$ cat src/design/swr_pkg.sv
`default_nettype none

package swr_pkg;

  // Result codes on the status port
  typedef enum logic [2:0] {
    ST_ACCEPT  = 3'd0,
    ST_BADSUM  = 3'd1,
    ST_AHEAD   = 3'd2,
    ST_DUP     = 3'd3,
    ST_DONE    = 3'd4,
    ST_IGNORED = 3'd5
  } status_t;

  // What the front hands to the back for one finished beat
  typedef enum logic [1:0] {
    EV_PACKET  = 2'd0,
    EV_END     = 2'd1,
    EV_IGNORED = 2'd2
  } event_kind_t;

  typedef struct packed {
    event_kind_t kind;
    logic [31:0] seq_no;
    logic        sum_good;   // checksum matched and length within limit
  } event_t;

  // Event queue between front and back
  localparam int unsigned QUEUE_DEPTH = 4;
  localparam int unsigned QPTR_W      = $clog2(QUEUE_DEPTH);

  localparam int unsigned SUM_W = 16;

endpackage

`default_nettype wire

$ cat src/design/stop_and_wait_receiver.sv
`default_nettype none

// Channel   Handshake          Beat
// input     push / full        seq_no, hdr_checksum, pkt_len, data_byte, last_byte
// result    empty / pop        status, send_ack, ack_no
//
// One input beat per cycle while full is low; the front sums each byte in
// the cycle it arrives. After its last beat a result is written to the
// event queue, then passes the sequence check in the back stage into the
// output register; results queued behind a stalled pop wait in the queue.
// Reset clears the running sum, end-of-transfer flag, last accepted sequence
// and the event queue. full rises only when the four-entry event queue fills
// while results are not being popped.

module stop_and_wait_receiver
  import swr_pkg::*;
#(
  parameter int unsigned MAX_PAYLOAD = 1024
) (
  input  wire logic        clk,
  input  wire logic        rst,
  input  wire logic        push,
  output logic             full,
  input  wire logic [31:0] seq_no,
  input  wire logic [15:0] hdr_checksum,
  input  wire logic [10:0] pkt_len,
  input  wire logic [7:0]  data_byte,
  input  wire logic        last_byte,
  output logic             empty,
  input  wire logic        pop,
  output logic [2:0]       status,
  output logic             send_ack,
  output logic [31:0]      ack_no
);

  logic   in_beat;
  logic   ev_push;
  event_t ev_data;
  logic   ev_valid;
  event_t ev_head;
  logic   ev_pop;

  assign in_beat = push && !full;

  swr_front #(
    .MAX_PAYLOAD (MAX_PAYLOAD)
  ) u_front (
    .clk          (clk),
    .rst          (rst),
    .beat         (in_beat),
    .seq_no       (seq_no),
    .hdr_checksum (hdr_checksum),
    .pkt_len      (pkt_len),
    .data_byte    (data_byte),
    .last_byte    (last_byte),
    .ev_push      (ev_push),
    .ev_data      (ev_data)
  );

  swr_queue u_queue (
    .clk       (clk),
    .rst       (rst),
    .push      (ev_push),
    .push_data (ev_data),
    .pop       (ev_pop),
    .full      (full),
    .valid     (ev_valid),
    .head      (ev_head)
  );

  swr_back u_back (
    .clk      (clk),
    .rst      (rst),
    .ev_valid (ev_valid),
    .ev_head  (ev_head),
    .ev_pop   (ev_pop),
    .pop      (pop),
    .empty    (empty),
    .status   (status),
    .send_ack (send_ack),
    .ack_no   (ack_no)
  );

endmodule

`default_nettype wire

$ cat src/design/swr_front.sv
`default_nettype none

module swr_front
  import swr_pkg::*;
#(
  parameter int unsigned MAX_PAYLOAD = 1024
) (
  input  wire logic        clk,
  input  wire logic        rst,
  input  wire logic        beat,          // input beat accepted this cycle
  input  wire logic [31:0] seq_no,
  input  wire logic [15:0] hdr_checksum,
  input  wire logic [10:0] pkt_len,
  input  wire logic [7:0]  data_byte,
  input  wire logic        last_byte,
  output logic             ev_push,
  output event_t           ev_data
);

  logic [SUM_W-1:0] running_sum;
  logic [SUM_W-1:0] running_sum_next;
  logic             transfer_done;
  logic             transfer_done_next;

  logic [SUM_W:0]   raw_sum;
  logic [SUM_W-1:0] folded_sum;
  logic             len_ok;

  // One add, then fold the end-around carry (one fold always suffices)
  assign raw_sum    = {1'b0, running_sum} + {{(SUM_W-7){1'b0}}, data_byte};
  assign folded_sum = raw_sum[SUM_W-1:0] + {{(SUM_W-1){1'b0}}, raw_sum[SUM_W]};
  assign len_ok     = (32'(pkt_len) <= 32'(MAX_PAYLOAD));

  // Classify the beat and update the sum
  always_comb begin
    running_sum_next   = running_sum;
    transfer_done_next = transfer_done;
    ev_push            = 1'b0;
    ev_data.kind       = EV_PACKET;
    ev_data.seq_no     = seq_no;
    ev_data.sum_good   = len_ok && ((~folded_sum) == hdr_checksum);
    if (beat) begin
      if (transfer_done) begin
        ev_push      = 1'b1;
        ev_data.kind = EV_IGNORED;
      end else if (pkt_len == '0) begin
        ev_push            = 1'b1;
        ev_data.kind       = EV_END;
        transfer_done_next = 1'b1;
        running_sum_next   = '0;
      end else if (last_byte) begin
        ev_push          = 1'b1;
        running_sum_next = '0;
      end else begin
        running_sum_next = folded_sum;
      end
    end
  end

  always_ff @(posedge clk) begin
    if (rst) begin
      running_sum   <= '0;
      transfer_done <= 1'b0;
    end else begin
      running_sum   <= running_sum_next;
      transfer_done <= transfer_done_next;
    end
  end

endmodule

`default_nettype wire

$ cat src/design/swr_queue.sv
`default_nettype none

module swr_queue
  import swr_pkg::*;
(
  input  wire logic   clk,
  input  wire logic   rst,
  input  wire logic   push,
  input  event_t      push_data,
  input  wire logic   pop,
  output logic        full,
  output logic        valid,
  output event_t      head
);

  event_t            slots [QUEUE_DEPTH];
  logic [QPTR_W-1:0] wr_ptr;
  logic [QPTR_W-1:0] rd_ptr;
  logic [QPTR_W:0]   count;
  logic              do_push;
  logic              do_pop;

  assign full    = (count == (QPTR_W+1)'(QUEUE_DEPTH));
  assign valid   = (count != '0);
  assign head    = slots[rd_ptr];
  assign do_push = push && !full;
  assign do_pop  = pop && valid;

  // Storage
  always_ff @(posedge clk) begin
    if (do_push) begin
      slots[wr_ptr] <= push_data;
    end
  end

  // Pointers and fill level
  always_ff @(posedge clk) begin
    if (rst) begin
      wr_ptr <= '0;
      rd_ptr <= '0;
      count  <= '0;
    end else begin
      if (do_push) begin
        wr_ptr <= wr_ptr + 1'b1;
      end
      if (do_pop) begin
        rd_ptr <= rd_ptr + 1'b1;
      end
      if (do_push && !do_pop) begin
        count <= count + 1'b1;
      end else if (do_pop && !do_push) begin
        count <= count - 1'b1;
      end
    end
  end

endmodule

`default_nettype wire

$ cat src/design/swr_back.sv
`default_nettype none

module swr_back
  import swr_pkg::*;
(
  input  wire logic        clk,
  input  wire logic        rst,
  input  wire logic        ev_valid,
  input  event_t           ev_head,
  output logic             ev_pop,
  input  wire logic        pop,
  output logic             empty,
  output logic [2:0]       status,
  output logic             send_ack,
  output logic [31:0]      ack_no
);

  logic [31:0] last_accepted_seq;
  logic [31:0] expected;
  logic        out_valid;
  status_t     status_next;
  logic [31:0] ack_no_next;
  logic        send_ack_next;

  // Take an event when the output register is free or being drained
  assign ev_pop   = ev_valid && (!out_valid || pop);
  assign expected = last_accepted_seq + 32'd1;
  assign empty    = !out_valid;

  // Sequence check first, checksum only for an in-order packet
  always_comb begin
    status_next   = ST_IGNORED;
    send_ack_next = 1'b0;
    ack_no_next   = '0;
    case (ev_head.kind)
      EV_END: begin
        status_next = ST_DONE;
      end
      EV_PACKET: begin
        if (ev_head.seq_no == expected) begin
          if (ev_head.sum_good) begin
            status_next   = ST_ACCEPT;
            send_ack_next = 1'b1;
            ack_no_next   = ev_head.seq_no + 32'd1;
          end else begin
            status_next = ST_BADSUM;
          end
        end else if (ev_head.seq_no > expected) begin
          status_next = ST_AHEAD;
        end else begin
          status_next = ST_DUP;
        end
      end
      default: begin
        status_next = ST_IGNORED;
      end
    endcase
  end

  // Control state
  always_ff @(posedge clk) begin
    if (rst) begin
      out_valid         <= 1'b0;
      last_accepted_seq <= '0;
    end else begin
      if (ev_pop) begin
        out_valid <= 1'b1;
        if (status_next == ST_ACCEPT) begin
          last_accepted_seq <= ev_head.seq_no;
        end
      end else if (pop) begin
        out_valid <= 1'b0;
      end
    end
  end

  // Result register
  always_ff @(posedge clk) begin
    if (ev_pop) begin
      status   <= status_next;
      send_ack <= send_ack_next;
      ack_no   <= ack_no_next;
    end
  end

endmodule

`default_nettype wire

$ cat config.mk
export PLATFORM = sky130hd
export DESIGN_NAME = stop_and_wait_receiver
export DESIGN_NICKNAME = d
export VERILOG_FILES = /design/src/design/swr_pkg.sv /design/src/design/stop_and_wait_receiver.sv /design/src/design/swr_front.sv /design/src/design/swr_queue.sv /design/src/design/swr_back.sv
export SDC_FILE = /design/constraint.sdc
export NUM_CORES = 1
export LEC_CHECK = 0
export BUFFER_PORTS_ARGS = -buffer_cell sky130_fd_sc_hd__clkbuf_2
export CORE_MARGIN = 2
export CORE_UTILIZATION = 60
export DETAILED_ROUTE_END_ITERATION = 6
export GPL_ROUTABILITY_DRIVEN = 1
export PLACE_DENSITY = 0.85
export SLEW_MARGIN = 30
export SYNTH_ARGS = -nofsm -noshare
export SYNTH_HDL_FRONTEND = slang
export SYNTH_HIERARCHICAL = 1
export SYNTH_SLANG_ARGS = --single-unit
$ cat constraint.sdc
create_clock -name clk -period 7 [get_ports clk]
set_clock_uncertainty 0.2 [all_clocks]
set_input_delay 0.7 -clock clk [delete_from_list [all_inputs] [get_ports clk]]
set_output_delay 0.7 -clock clk [all_outputs]
set_load 0.01 [all_outputs]
==> flow_metrics.env, run 1 <==
export IMPL_outcome="finished, final reports clean"
export IMPL_drc_errors=0
export IMPL_drt_first_pass_iters=5
export IMPL_postCtsResizedCells=0
export IMPL_ys_top_cells_by_count="176 x edfxtp_1, 114 x nor2_1, 59 x dfxtp_1"
export IMPL_overflow=0
export IMPL_setup_viol=0
export IMPL_clk_latency_ns=0.51
export IMPL_first_global_vias=7832
export IMPL_slowest_stage="nor4_1"
export IMPL_maxCapViolCount=0
export IMPL_die_h_um=146
export IMPL_setup_tns_ns=0
export IMPL_crit_path_max_incr_delay_ns=0.77
export IMPL_async_flop_share=0
export IMPL_worst_path_max_fanout=32
export IMPL_design_area_sq_mm=0.0134
export IMPL_ys_top_cells_by_area="edfxtp_1 44%, dfxtp_1 9.7%, mux4_2 6.5%"
export IMPL_die_area_sq_mm=0.0214
export IMPL_design_core_area_sq_mm=0.0200
export IMPL_met3_usage=0.0413
export IMPL_ant_nets=0
export IMPL_antenna_found_initial=2
export IMPL_setup_worst_path_class="flop to flop"
export IMPL_syn_avg_cell_area_sq_um=12.4
export IMPL_cp_required_ns=7.13
export IMPL_synth_seq_cells=235
export IMPL_relSlewSlack=0.365
export IMPL_start_kind="flop"
export IMPL_cts_root_buf="clkbuf_16"
export IMPL_grt_max_degree=60
export IMPL_clkTransAtPathRegs_ns=0.06
export IMPL_min_path_type="primary input to flop"
export IMPL_holdBufCountCts=0
export IMPL_syn_nets=1102
export IMPL_area_growth_pct=10.1
export IMPL_rsz0062_at_grt="false"
export IMPL_arrival_ns=4.95
export IMPL_place_congestion=0.894
export IMPL_drive_gt1_frac=0.203
export IMPL_use_met2=0.401
export IMPL_cts_tree="yes"
export IMPL_placementRows=52
export IMPL_syn_inst=979
export IMPL_irDropWorstVdd_v=0.000136
export IMPL_path_cells="ha_1 -> nand3_1 -> or2_2 -> nor4_1 -> nand4_1 -> xor2_1 -> ha_1 -> nand4_1 -> nor4_1 -> and2_1 -> nand2_1 -> a21oi_1"
export IMPL_timing_final_crit_period_ns=4.81
export IMPL_syn_area_sq_mm=0.0121
export IMPL_place_inst=1300
export IMPL_place_area_sq_mm=0.0127
export IMPL_fin_crit_sh=0.688
export IMPL_track_usage=0.230
export IMPL_tightest_slew_ns=0.948
export IMPL_dieWidth_um=146
export IMPL_fin_cells=1343
export IMPL_post_cts_buffers=0
export IMPL_grt_pass1_wl_um=39400
export IMPL_start_util=0.605
export IMPL_grt_busiest_layer="met2"
export IMPL_routed_wl_um=24500
export IMPL_layout_nets=1178
export IMPL_via_per_inst=5.87
export IMPL_leakagePower_uw=0.00494
export IMPL_vias=7884
export IMPL_finalHoldViolCount=0
export IMPL_drt_initial_drc_count=564
export IMPL_synth_warnings=6
export IMPL_yosysTopAreaCell="edfxtp_1"
export IMPL_clockBufferDepth=3
export IMPL_dpl_hpwl_um=16900
export IMPL_portBuffers=109
export IMPL_grt_use_met1=0.290
export IMPL_ios=110
export IMPL_ys_seq_area_frac=0.533
export IMPL_max_clock_freq_mhz=208
export IMPL_synth_edff_count=176
export IMPL_ys_types=74
export IMPL_clkSinkCount=235
export IMPL_synthFlopType="edfxtp_1"
export IMPL_wl_per_cell_um=18.2
export IMPL_hold_depth=1
export IMPL_worstRegToRegCells=12
export IMPL_slew_violations=0
export IMPL_cts_buffers=23
export IMPL_cts_htree_levels=1
export IMPL_critPathCaptureType="flop"
export IMPL_p_per_area_mw_per_mm2=301
export IMPL_yosysMostFrequentCell="edfxtp_1"
export IMPL_synth_top_area_frac=0.436
[worst max-delay path, delay by kind of cell (launching register included)]
kind / cells / cell delay [ns]
DFF: 1 / 0.40
and+or+nand+nor: 8 / 3.00
xor gates and xnor gates: 1 / 0.20
adders and majority gates: 2 / 0.51
AOI/OAI and AO/OA: 1 / 0.33
[area by class of cell]
type	instances	area [sq um]
well taps	270	338
repair buffers	120	628
clock inverters	12	93.8
inverters	29	109
flip-flops and latches	235	6470
clock buffers	30	612
fillers	1459	6680
diodes	1	2.50
multi-input cells	646	5110
[layout by cell type, fill, tap and decap left out, types with 14 or more instances in the layout]
master       n
a22oi_1     14
xor2_1      40
clkbuf_16   23
nor2_1     114
clkbuf_2   109
dfxtp_1     58
nor3_1      22
a21oi_1     29
edfxtp_1   176
nand2_1     39
nand3_1     45
mux4_2      35
mux2i_1     36
ha_1        49
nand4_1     22
xnor2_1     54
inv_1       29
[path summary, 6_finish.rpt]
kind / end / from / slack, ns
min: u_queue/slots[1][18] / seq_no[17] / 0.21
max: u_back/ack_no[29] / u_back/last_accepted_seq[0] / 2.19
max reg2reg: u_back/ack_no[29] / u_back/last_accepted_seq[0] / 2.19
min reg2reg: u_queue/wr_ptr[1] / u_queue/wr_ptr[1] / 0.32
[where the power goes]
group	switching (uW)	total [uW]	internal, uW
clock	503	1160	656
sequential	52.0	1730	1680
combinational	672	1120	451
total	1230	4020	2790
[flip-flops by register name, indices dropped and copies added, names as in the netlist, named ones only]
signal                    flops
u_back/ack_no                32
u_back/last_accepted_seq     32
u_back/out_valid              1
u_back/send_ack               1
u_back/status                 3
u_front/running_sum          16
u_front/transfer_done         1
u_queue/count                 3
u_queue/rd_ptr                2
u_queue/slots               140
u_queue/wr_ptr                2
[metal layers]
layer / vias to the layer above / wire length (um) / share of wire
met5: - / 13 / 0.00053
met4: 2 / 666 / 0.027
met3: 57 / 1660 / 0.068
met2: 283 / 12300 / 0.50
met1: 3784 / 9840 / 0.40
li1: 3758 / - / -
[through the flow]
stage / util / hold WS, ns / setup slack [ns] / power, uW
2_1_floorplan: - / 0.264 / 1.71 / 2620
3_3_place_gp: 0.631 / 0.288 / 2.30 / 2850
3_5_place_dp: 0.631 / 0.311 / 2.13 / 2880
4_1_cts: 0.667 / 0.187 / 2.20 / 4040
5_1_grt: 0.667 / 0.203 / 1.82 / 4220
6_report: 0.667 / 0.205 / 2.19 / 4020
[kinds of logic (layout without fill, tap and decap cells)]
| kind of cell | after synthesis | count (layout) | share of synthesized area |
|---|---|---|---|
| DFF | 235 | 235 | 0.533 |
| buffers and inverters | 98 | 191 | 0.0470 |
| and+or+nand+nor | 318 | 318 | 0.134 |
| muxes | 71 | 71 | 0.0947 |
| xor gates and xnor gates | 100 | 100 | 0.0775 |
| other | 0 | 1 | 0 |
| adders and majority gates | 51 | 51 | 0.0538 |
| AOI/OAI and AO/OA | 106 | 106 | 0.0600 |
Power figures use the tool's default switching activity.
==> run 2: changes to the inputs <==
clock period = 4.9 ns   (was 7 ns; I/O delays follow)
==> flow_metrics.env, run 2 (synthesis gave the netlist of run 1 again) <==
export IMPL_outcome="finished, final reports clean"
export IMPL_top_register="u_queue/slots"
export IMPL_die_h_um=146
export IMPL_n_fill_cell=1415
export IMPL_cts_root_buf="clkbuf_16"
export IMPL_track_usage=0.239
export IMPL_clockBufferDepth=3
export IMPL_first_global_vias=7798
export IMPL_final_common_cell="edfxtp_1"
export IMPL_dieWidth_um=146
export IMPL_die_area_sq_mm=0.0214
export IMPL_largest_reg_flops=140
export IMPL_wl_per_cell_um=18.8
export IMPL_routed_wl_um=25900
export IMPL_setup_tns_ns=0
export IMPL_critPathCaptureType="flop"
export IMPL_multi_input_area_sq_mm=0.00511
export IMPL_hold_slack_ns=0.0171
export IMPL_setup_worst_path_class="flop to flop"
export IMPL_finalHoldViolCount=0
export IMPL_rr_startpoint="u_front/running_sum[0]"
export IMPL_fin_total_pwr_uw=5820
export IMPL_clk_latency_ns=0.51
export IMPL_via_per_inst=5.89
export IMPL_rsz0062_at_grt="false"
export IMPL_grt_pass1_wl_um=40400
export IMPL_clkTransAtPathRegs_ns=0.06
export IMPL_post_cts_buffers=0
export IMPL_arrival_ns=4.41
export IMPL_layout_nets=1210
export IMPL_min_path_type="primary input to flop"
export IMPL_leakagePower_uw=0.00508
export IMPL_final_util=0.684
export IMPL_largestRegisters="u_queue/slots x140, u_back/ack_no x32, u_back/last_accepted_seq x32"
export IMPL_drc_errors=0
export IMPL_timing_final_crit_period_ns=4.32
export IMPL_ff_latch_area_sq_mm=0.00647
export IMPL_relSlewSlack=0.336
export IMPL_cts_htree_levels=1
export IMPL_postCtsResizedCells=0
export IMPL_cts_tree="yes"
export IMPL_portBuffers=109
export IMPL_dpl_hpwl_um=16700
export IMPL_irDropWorstVdd_v=0.000210
export IMPL_timing_final_ws_setup_ns=0.576
export IMPL_cp_required_ns=4.98
export IMPL_drt_initial_drc_count=671
export IMPL_max_clock_freq_mhz=231
export IMPL_maxCapViolCount=0
export IMPL_start_util=0.605
export IMPL_p_per_area_mw_per_mm2=425
export IMPL_worstSetupStartpoint="u_front/running_sum[0]"
export IMPL_antenna_found_initial=0
export IMPL_start_kind="flop"
export IMPL_place_ws_ns=0.378
export IMPL_fin_crit_sh=0.882
export IMPL_vias=8104
export IMPL_ant_nets=0
export IMPL_setup_viol=0
export IMPL_most_common_layout_cells="176 x edfxtp_1, 114 x nor2_1, 109 x clkbuf_2, 58 x dfxtp_1, 54 x xnor2_1"
export IMPL_grt_max_degree=60
export IMPL_ios=110
export IMPL_cts_buffers=24
export IMPL_drt_first_pass_iters=5
export IMPL_design_core_area_sq_mm=0.0200
export IMPL_worst_path_max_fanout=4
export IMPL_placementRows=52
export IMPL_clkSinkCount=235
export IMPL_place_congestion=0.862
export IMPL_area_growth_pct=12.9
export IMPL_antenna_cells=0
export IMPL_tightest_slew_ns=0.991
export IMPL_slew_violations=0
export IMPL_overflow=0
export IMPL_drive_gt1_frac=0.203
export IMPL_min_delay_start="seq_no[24]"
[run 2: cell types whose count changed in the layout (fill, tap and decap cells not counted), moves of 2 or more]
cell,change
clkbuf_1,+4
buf_4,+3
clkbuf_16,+2
clkinv_1,-4
dlygate4sd3_1,+27
clkinvlp_4,+2
[run 2: final timing paths]
kind                     endpoint  slack (ns)  cells past startpoint
min          u_queue/slots[2][25]        0.02                      1
min reg2reg     u_queue/wr_ptr[1]        0.32                      2
max           u_queue/slots[3][0]        0.58                     16
max reg2reg   u_queue/slots[3][0]        0.58                     16
[run 2: repair_timing]
item / in CTS / in global routing
endpoints found under the setup margin: 0 / 0
hold buffers: 27 / 0
endpoints found under the hold margin: 98 / 0
[run 2: power by group]
group / switching (uW) / leakage [uW] / internal [uW]
clock network: 738 / 0.000348 / 962
registers: 101 / 0.00212 / 2400
logic: 944 / 0.00261 / 676
total: 1780 / 0.00508 / 4040
[run 2: area by class of cell]
cell class / instances / area share
flip-flops and latches: 235 / 0.472
multi-input cells: 646 / 0.373
repair buffers: 151 / 0.0687
clock buffers: 36 / 0.0494
well taps: 270 / 0.0247
inverters: 29 / 0.00795
clock inverters: 8 / 0.00429
[run 2: critical path, cell delays in order, from the launching register on]
cell and delay (ns):
dfxtp_1 0.33, ha_1 0.20, inv_1 0.07, fa_1 0.40
nand2b_1 0.22, a211oi_4 0.29, o211ai_2 0.13, nor2_1 0.15
ha_1 0.19, ha_1 0.20, and3_1 0.16, nand3_1 0.13
or4_4 0.49, nor2_2 0.20, mux2i_1 0.20, nand3_1 0.10
nor4_2 0.42
[run 2: through the flow]
stage          cell area [sq um]  std cells
6_report                   13700       1375
5_1_grt                    13700       1375
4_1_cts                    13700       1375
3_5_place_dp               12700       1304
3_3_place_gp               12700       1304
2_1_floorplan              12100        979
[run 2: per-layer routing]
metal	GRT usage	vias to the layer above	part of all wire
li1	-	3829	-
met3	0.0397	57	0.072
met2	0.423	325	0.50
met5	0	-	0
met1	0.302	3893	0.40
met4	0.0801	0	0.025
==> run 3: changes to the inputs <==
CORE_UTILIZATION = 41   (was 60)
PLACE_DENSITY = 0.64   (was 0.85)
==> flow_metrics.env, run 3 (synthesis gave the netlist of run 1 again) <==
export IMPL_outcome="finished, final reports clean"
export IMPL_final_common_cell="edfxtp_1"
export IMPL_cts_tree="yes"
export IMPL_top_register="u_queue/slots"
export IMPL_clk_latency_ns=0.54
export IMPL_fin_total_pwr_uw=6100
export IMPL_start_kind="flop"
export IMPL_place_congestion=0.881
export IMPL_grt_busiest_layer="met2"
export IMPL_relSlewSlack=0.371
export IMPL_clkTransAtPathRegs_ns=0.06
export IMPL_clkSinkCount=235
export IMPL_min_path_type="primary input to flop"
export IMPL_dpl_hpwl_um=17300
export IMPL_antenna_cells=0
export IMPL_setup_worst_path_class="flop to flop"
export IMPL_multi_input_area_sq_mm=0.00513
export IMPL_worst_path_max_fanout=4
export IMPL_grt_use_met1=0.213
export IMPL_switching_share=0.301
export IMPL_design_core_area_sq_mm=0.0289
export IMPL_placementRows=62
export IMPL_cp_required_ns=4.99
export IMPL_tightest_slew_ns=0.943
export IMPL_portBuffers=109
export IMPL_timing_final_crit_period_ns=4.34
export IMPL_largestRegisters="u_queue/slots x140, u_back/ack_no x32, u_back/last_accepted_seq x32"
export IMPL_seqPwrFrac=0.409
export IMPL_cts_buffers=26
export IMPL_most_common_layout_cells="176 x edfxtp_1, 114 x nor2_1, 109 x clkbuf_2, 58 x dfxtp_1, 54 x xnor2_1"
export IMPL_start_util=0.419
export IMPL_grt_max_degree=60
export IMPL_maxCapViolCount=0
export IMPL_max_clock_freq_mhz=231
export IMPL_routed_wl_um=25100
export IMPL_p_clk_frac=0.325
export IMPL_slew_violations=0
export IMPL_die_h_um=176
export IMPL_leakagePower_uw=0.00516
export IMPL_rsz0062_at_grt="false"
export IMPL_met3_usage=0.0267
export IMPL_n_fill_cell=2584
export IMPL_area_growth_pct=15.7
export IMPL_pwr_share_comb=0.266
export IMPL_ios=110
export IMPL_overflow=0
export IMPL_antenna_found_initial=1
export IMPL_via_per_inst=5.25
export IMPL_cts_root_buf="clkbuf_16"
export IMPL_fin_crit_sh=0.885
export IMPL_place_area_sq_mm=0.0128
export IMPL_wl_per_cell_um=16.8
export IMPL_p_int_uw=4270
export IMPL_setup_tns_ns=0
export IMPL_layout_nets=1213
export IMPL_drc_errors=0
export IMPL_drt_first_pass_iters=5
export IMPL_irDropWorstVdd_v=0.000219
export IMPL_use_met2=0.285
export IMPL_first_global_vias=7705
export IMPL_dieWidth_um=176
export IMPL_critPathCaptureType="flop"
export IMPL_grt_pass1_wl_um=40100
export IMPL_clockBufferDepth=3
export IMPL_track_usage=0.163
export IMPL_arrival_ns=4.43
export IMPL_drive_gt1_frac=0.208
export IMPL_p_per_area_mw_per_mm2=435
export IMPL_power_switching_uw=1830
export IMPL_vias=7843
export IMPL_final_util=0.485
export IMPL_design_area_sq_mm=0.0140
export IMPL_drt_initial_drc_count=357
export IMPL_setup_viol=0
export IMPL_postCtsResizedCells=0
export IMPL_die_area_sq_mm=0.0310
export IMPL_ant_nets=0
export IMPL_ff_latch_area_sq_mm=0.00647
export IMPL_cts_htree_levels=1
export IMPL_largest_reg_flops=140
export IMPL_finalHoldViolCount=0
-- run 3: cell types whose count changed in the layout (fill, tap and decap cells not counted), sizes merged --
cell,change
clkbuf,-3
inv,+3
buf,-4
clkinv,+1
dlygate4sd3,+5
bufinv,+3
-- run 3: path summary, 6_finish.rpt --
check | start | endpoint | slack (ns) | depth (start not counted)
worst min register to register | u_front/running_sum[4] | u_front/running_sum[4] | 0.32 | 2
worst min-delay path | pop | u_back/out_valid | 0.16 | 4
worst max register to register | u_front/running_sum[0] | u_queue/slots[1][0] | 0.56 | 16
worst max-delay path | u_front/running_sum[0] | u_queue/slots[1][0] | 0.56 | 16
-- run 3: worst max-delay path, cell delays in order (launching register included) --
cell,delay (ns)
dfxtp_1,0.33
ha_1,0.20
inv_1,0.07
fa_1,0.41
nand2b_1,0.23
a211oi_4,0.29
o211ai_2,0.13
nor2_1,0.15
ha_1,0.18
ha_1,0.19
and3_1,0.16
nand3_1,0.12
or4_4,0.48
nor2_2,0.20
mux2i_1,0.22
nand3_1,0.10
nor4_2,0.43
-- run 3: layer usage --
metal	vias to the layer above	share of wire
met5	-	0.00052
met4	2	0.017
met3	29	0.054
met2	196	0.48
met1	3787	0.44
li1	3829	-
-- run 3: repair_timing --
item                                   CTS  global route
endpoints found under the hold margin  126             0
hold buffers                            32             0
buffers inserted                         0             0
-- run 3: power by group through the flow --
stage	sequential, uW	combinational, uW	clock (uW)
after CTS	2500	1630	2030
after floorplan	2580	1150	0
after global placement	2530	1590	0
after global routing	2510	1790	2120
final	2490	1620	1980
after detailed placement	2540	1600	0
-- run 3: area by class of cell --
type,count,area share
Clock buffer,33,0.0504
Clock inverter,15,0.0128
Inverter,29,0.00776
Multi-Input combinational cell,646,0.365
Sequential cell,235,0.461
Tap cell,384,0.0342
Timing Repair Buffer,152,0.0685
-- run 3: through the flow --
step / std cells / hold slack (ns) / setup WS, ns
floorplan: 979 / 0.264 / 0.747
global placement: 1414 / 0.285 / 0.438
detailed placement: 1414 / 0.307 / 0.307
CTS: 1494 / 0.140 / 0.554
global route: 1494 / 0.167 / 0.124
finish: 1494 / 0.158 / 0.562
